--- src/hdl/gbts_pkg.sv ---
// Shared types and constants for the gap buffer text store.
package gbts_pkg;

	localparam int CAPACITY_DEF = 4096;
	localparam int CHAR_W       = 8;
	localparam int IDX_W        = 12;
	localparam int RES_W        = 13;

	localparam logic [CHAR_W-1:0] NEWLINE = 8'h0A;

	// operation class, decided by the front end
	typedef enum logic [2:0] {
		K_INSERT,
		K_DEL_BACK,
		K_DEL_FWD,
		K_LEFT,
		K_RIGHT,
		K_READ,
		K_POSITION,
		K_NONE
	} op_kind_t;

	typedef struct packed {
		op_kind_t          kind;
		logic [CHAR_W-1:0] ch;
		logic [IDX_W-1:0]  idx;
	} cmd_t;

	typedef struct packed {
		logic              ok;
		logic [CHAR_W-1:0] char_out;
		logic [RES_W-1:0]  cursor;
		logic [RES_W-1:0]  text_size;
		logic [RES_W-1:0]  row;
		logic [RES_W-1:0]  column;
		logic [RES_W-1:0]  line_total;
		logic              modified;
	} result_t;

endpackage

--- src/hdl/gbts_front.sv ---
// Front end: accepts words, classifies the opcode and queues commands.
module gbts_front (
	input  logic                          clk,
	input  logic                          arst_n,
	input  logic                          in_valid,
	output logic                          in_ready,
	input  logic [2:0]                    opcode,
	input  logic [gbts_pkg::CHAR_W-1:0]   char_in,
	input  logic [gbts_pkg::IDX_W-1:0]    read_index,
	output logic                          q_valid,
	output gbts_pkg::cmd_t                q_cmd,
	input  logic                          q_pop
);
	import gbts_pkg::*;

	localparam logic [2:0] OPC_INSERT   = 3'd0;
	localparam logic [2:0] OPC_DEL_BACK = 3'd1;
	localparam logic [2:0] OPC_DEL_FWD  = 3'd2;
	localparam logic [2:0] OPC_LEFT     = 3'd3;
	localparam logic [2:0] OPC_RIGHT    = 3'd4;
	localparam logic [2:0] OPC_READ     = 3'd5;
	localparam logic [2:0] OPC_POSITION = 3'd6;

	cmd_t       entry_q [2];
	logic       wr_ptr_q;
	logic       rd_ptr_q;
	logic [1:0] count_q;
	op_kind_t   kind;
	logic       push;
	logic       pop;

	always_comb begin
		unique case (opcode)
			OPC_INSERT:   kind = K_INSERT;
			OPC_DEL_BACK: kind = K_DEL_BACK;
			OPC_DEL_FWD:  kind = K_DEL_FWD;
			OPC_LEFT:     kind = K_LEFT;
			OPC_RIGHT:    kind = K_RIGHT;
			OPC_READ:     kind = K_READ;
			OPC_POSITION: kind = K_POSITION;
			default:      kind = K_NONE;
		endcase
	end

	assign in_ready = (count_q != 2'd2);
	assign q_valid  = (count_q != 2'd0);
	assign q_cmd    = entry_q[rd_ptr_q];
	assign push     = in_valid && in_ready;
	assign pop      = q_pop && q_valid;

	always_ff @(posedge clk) begin
		if (push) begin
			entry_q[wr_ptr_q] <= '{kind: kind, ch: char_in, idx: read_index};
		end
	end

	always_ff @(posedge clk or negedge arst_n) begin
		if (!arst_n) begin
			wr_ptr_q <= 1'b0;
			rd_ptr_q <= 1'b0;
			count_q  <= 2'd0;
		end else begin
			if (push) wr_ptr_q <= ~wr_ptr_q;
			if (pop)  rd_ptr_q <= ~rd_ptr_q;
			count_q <= count_q + {1'b0, push} - {1'b0, pop};
		end
	end

endmodule

--- config.mk ---
export PLATFORM = sky130hd
export DESIGN_NAME = gbts_front
export DESIGN_NICKNAME = d
export VERILOG_FILES = /design/src/hdl/gbts_pkg.sv /design/src/hdl/gbts_front.sv
export SDC_FILE = /design/constraint.sdc
export NUM_CORES = 1
export LEC_CHECK = 0
export BUFFER_PORTS_ARGS = -buffer_cell sky130_fd_sc_hd__buf_2
export CAP_MARGIN = 25
export CORE_MARGIN = 3
export CORE_UTILIZATION = 55
export DETAILED_ROUTE_END_ITERATION = 16
export PLACE_DENSITY = 0.83
export SETUP_SLACK_MARGIN = 0.1
export SYNTH_ARGS = -nofsm -noshare
export SYNTH_HDL_FRONTEND = slang
export SYNTH_SLANG_ARGS = --single-unit
--- constraint.sdc ---
create_clock -name clk -period 6.07 [get_ports clk]
set_input_delay 0.607 -clock clk [delete_from_list [all_inputs] [get_ports clk]]
set_output_delay 0.607 -clock clk [all_outputs]
set_load 0.03 [all_outputs]
Yosys cells after proc, flatten, opt, wreduce, memory -nomap -nowiden
Memory sizes are Yosys's and may differ from the RTL's.
Cells that the tools add are included.
Word-level totals
  RAM bits: 46
  memories kept: 1
  word-level logic and storage cells: 22
  input port bits: 27
  bits in registers: 4
Cells by class
  reductions and logical operators: 4
  eq/ne operators: 7
  mux-type cells: 3
  bitwise operators: 2
  $add $sub $neg: 2
Memories
  entry_q: words 2, width 23, read ports 1, clocked after Yosys merged registers in 0, wr ports 1, line gbts_front.sv:24  | cmd_t entry_q [2];
Operators with widths (count)
  $pmux 3 s7: 1
  $eq 3x3->1 const B: 3
  $eq 3x2->1 const B: 2
  $eq 3x1->1 const B: 1
  $logic_not 3->1: 1
  $add 2x1->2: 1
  $logic_and 1x1->1: 2
  $mux 1: 2
  $ne 2x2->1 const B: 1
  $not 1->1: 2
  $reduce_bool 2->1: 1
  $sub 2x1->2: 1

Logic depth before layout (Yosys ltp)
  depth after elaboration: 4
  depth in mapped cells: 5

Worst setup path before layout
Ideal clock, no wire load.
  kind: reg2reg
  start: reg count_q[0]
  end: mem entry_q[0][0] in the netlist's numbering, enable pin
  slack: 3791 ps
  path buffers: 0
  cell stages (with the launch flop): 4
  data arrival time: 1877 ps
  library setup time: 403 ps
  path through: dfrtp_1 -> nand2b_1 -> nand2_1 -> nor2_1
Between the ends
  word-level cells in the longest chain between the ends: 4
RTL lines
  start: declaration: line gbts_front.sv:27  | logic [1:0] count_q;
  start signal: assignment: line gbts_front.sv:65  | count_q <= count_q + {1'b0, push} - {1'b0, pop};
  $ne 2x2->1: line gbts_front.sv:45  | assign in_ready = (count_q != 2'd2);
  named net in_ready: line gbts_front.sv:6  | output logic in_ready,
  $logic_and 1x1->1: line gbts_front.sv:48  | assign push = in_valid && in_ready;
  $mux 1: line gbts_front.sv:52  | if (push) begin
  $mux 1 (not written as such): line gbts_front.sv:53  | entry_q[wr_ptr_q] <= '{kind: kind, ch: char_in, idx: read_index};
  end: declaration: line gbts_front.sv:24
The timed path passes the listed nets, and every way through them passes these cells.

==> impl_summary.md <==
Yosys
The post-synthesis register bit count is 50. The share of the synthesized area in the top cell type is 73.06%. The post-synthesis cell type count is 19. The library cell occupying the most area in the post-synthesis netlist is sky130_fd_sc_hd__edfxtp_1.

Among all cell types in the netlist, the one instantiated most often is sky130_fd_sc_hd__edfxtp_1. The total nets after synthesis is 125. Counting flops with a built-in enable in the synthesized netlist gives 46. Among all flip-flop cells after synthesis, the most frequent one is sky130_fd_sc_hd__edfxtp_1. Sequential cells were found to cover 78.36% of the synthesized design area. The synthesized netlist cell count is 97.

The mapped netlist covers 1891 um^2. The number of warnings reported in the yosys synthesis log is 0. The mean post-synth cell area is 19.49 um^2. By count the netlist is led by sky130_fd_sc_hd__edfxtp_1 (46), sky130_fd_sc_hd__mux2_2 (23), sky130_fd_sc_hd__dfrtp_1 (4).

By area the synthesized netlist is led by sky130_fd_sc_hd__edfxtp_1 (73%), sky130_fd_sc_hd__mux2_2 (14%), sky130_fd_sc_hd__dfrtp_1 (5.3%), sky130_fd_sc_hd__xnor2_1 (1.4%), sky130_fd_sc_hd__buf_4 (0.79%). The share of synthesized flip-flops with an asynchronous set or reset is 8.000%.

Routing
After detailed routing, the number of remaining DRC violations is 0. The final layout contains routed wiring with a total length of 2.824 mm. The number of vias after detailed routing is 991. Once detail routing completed, the nets flagged for antenna violations numbered 0. The routed wire length per instance is 14.48 um.

Using the TritonRoute via totals, the vias-per-cell ratio works out to 5.082. The detailed router's first-iteration violation count is 12. Before antenna repair, the detailed router went through 4 iterations.

GRT
The number of global-route vias before repair is 1020. Across every metal layer, demand over resource in global routing totals 15.05%. The total overflow left after global routing is 0. The maximum number of pins on one net before global-route repair is 25. The initial antenna violation count is 0. The global-route wire length before repair is 4.616 mm.

CTS
In this run, post-CTS repair resized a total of 0 instances. The H-tree was split into 2 levels. The cell sitting at the root of the clock tree is a sky130_fd_sc_hd__clkbuf_4.

In this run, post-CTS hold repair placed 0 buffers. The source-to-sink clock delay at the later pin of the worst-skew pair is 350 ps. After clock tree synthesis, the clock-pin slew on the worst setup and hold paths is 130 ps. The CTS tree is built. In this run the deepest clock path goes through 2 buffers. TritonCTS created 5 clock buffers. The number of buffers added for setup after CTS is 0. The clock sink total is 50.

STA
At the pin with the least slew margin, the transition time is 959.0 ps. Setup repair after global routing left no endpoint under its margin. Measured against its own limit, the worst slew margin works out to 36.07%.

After routing, the total negative slack on setup checks comes to 0 ps. The top achievable clock speed is 0.3911 GHz. The clock tree skew after final layout is 8.078 ps. The final number of hold-violating endpoints is 0. The final cycle utilization of the critical path is 42.13%. The minimum period implied by the final worst setup slack is 2557 ps. The count of pins over their slew limit was 0. Setup violations remaining at the end of the flow were counted as 0.

Place
Counting tap cells, the placed design contains a total of 187 instances. In this run the tool buffered the top-level ports with 51 buffer cells. The estimated wirelength of the detail-placed design is 1.981 mm. The final RePlAce weighted congestion is 0.6823.

Floorplanning
52 I/O pins were placed. The initial standard-cell utilization of the core is 59.96%. The area of the die is 4177 um^2. The core footprint is 3153 um^2. The die is 64.63 um tall. The horizontal die dimension is 64.63 um. The total number of placement rows is 20.

Worst setup path
The critical path in this run is classified as flip-flop to output port. Of all nets on the critical path, the largest fanout is 24. Data on the critical path arrives at its endpoint at 1950 ps. The worst setup path is captured at an output port. The critical path data required time is 5460 ps.

The startpoint class of the critical path is a flip-flop.

Finish
The final-layout fill cell count is 231. The fraction of final layout cells sized beyond drive strength 1 is 55.63%. The net count of the finished layout is 179. The signed area change from the synthesized netlist to the final layout is 20.25%.

The number of antenna repair diodes is 0. Leaving out filler cells and counting taps, the final layout contains 195.

Run status
The flow ran to the end, and the final reports show no timing, DRC or antenna violations.

Power and ir drop
In this run the power spent charging and discharging nets is 0.0004091 W. Combinational logic burns 37.7% of the power. Net switching is 36.24% of the power. Cell internal power was estimated by the tool at 0.0007199 W. Power spread over the standard cell area amounts to 496.6 nW/um^2.

The leakage power total is 0.8687 nW. The maximum VDD drop is 0.2846 mV. The clock network fraction of design power is 15.5%. Sequential cells burn 46.8% of the power.

Run
The reported max-cap violation count is 0.

Worst hold path
The path category of the worst min-delay check is input port to asynchronous set/reset pin.
## area by class of cell
type | instances | area, um^2 | share of cell area, %
Clock inverter | 2 | 33.78 | 1.486
Multi-Input combinational cell | 41 | 380.4 | 16.73
Tap cell | 44 | 55.05 | 2.422
Sequential cell | 50 | 1481 | 65.16
Timing Repair Buffer | 53 | 285.3 | 12.55
Clock buffer | 5 | 37.54 | 1.651
## flip-flops by register name (all words and copies together), names as in the netlist
name	count
count_q	2
entry_q	46
rd_ptr_q	1
wr_ptr_q	1
## routing by layer
layer	share of wire [%]	track usage, %	routed length, um
met5	0	0	0
met1	39	16.69	1098
met4	2.0	6.332	57
met3	7.7	6.412	218
met2	51	25.39	1449
## path summary, 6_finish.rpt
path	start	to	slack, ps	cells past startpoint
setup reg to reg	count_q[0]	entry_q[1][12]	4380	3
hold reg to reg	wr_ptr_q	wr_ptr_q	530	1
setup / recovery	rd_ptr_q	q_cmd[8]	3510	2
max in group asynchronous	arst_n	wr_ptr_q	5910	1
hold / removal	arst_n	count_q[1]	40	1
min in group clk	read_index[4]	entry_q[0][4]	430	1
## power by group through the flow
stage	registers, W	logic [W]	clock network [W]
4_1_cts	0.000531	0.000426	0.000181
3_5_place_dp	0.000540	0.000423	0
5_1_grt	0.000540	0.000453	0.000193
2_1_floorplan	0.000501	0.000348	0
6_report	0.000528	0.000426	0.000175
3_3_place_gp	0.000533	0.000407	0
## cells by family (layout without fill, tap and decap cells)
logic type / after synthesis / in the layout / synth area share, %
fa+ha+maj: 1 / 1 / 0.6617
simple gates: 10 / 10 / 2.582
compound gates: 4 / 4 / 1.655
buf+inv: 6 / 60 / 1.654
mux: 23 / 23 / 13.70
xor+xnor: 3 / 3 / 1.390
flops: 50 / 50 / 78.36
## placed cells by master, fill, tap and decap left out, drive strengths merged, types with 2 or more instances in the layout
master  synthesis  layout
edfxtp         46      46
dfrtp           4       4
buf             3      53
nor2            3       3
mux2           23      23
xnor2           3       3
nand2           2       2
clkbuf          3       5
## critical path, cell delays in order, from the launching register on
cell and delay [ps]:
sky130_fd_sc_hd__dfrtp_1 1000, sky130_fd_sc_hd__mux2_2 420, sky130_fd_sc_hd__buf_2 180
## per-stage QoR
stage | setup slack, ps | total power [W] | cell area, um^2 | hold WS (ps) | utilization (%)
after floorplan | 3791 | 0.0008487 | 1891 | 311.4 | -
after global placement | 3938 | 0.0009399 | 2172 | 413.4 | 68.89
after detailed placement | 3865 | 0.0009634 | 2187 | 419.1 | 69.37
after CTS | 3476 | 0.001138 | 2258 | 22.27 | 71.63
after global routing | 3384 | 0.001186 | 2273 | 11.05 | 72.10
final | 3513 | 0.001129 | 2273 | 35.36 | 72.10
Power figures use the tool's default switching activity.
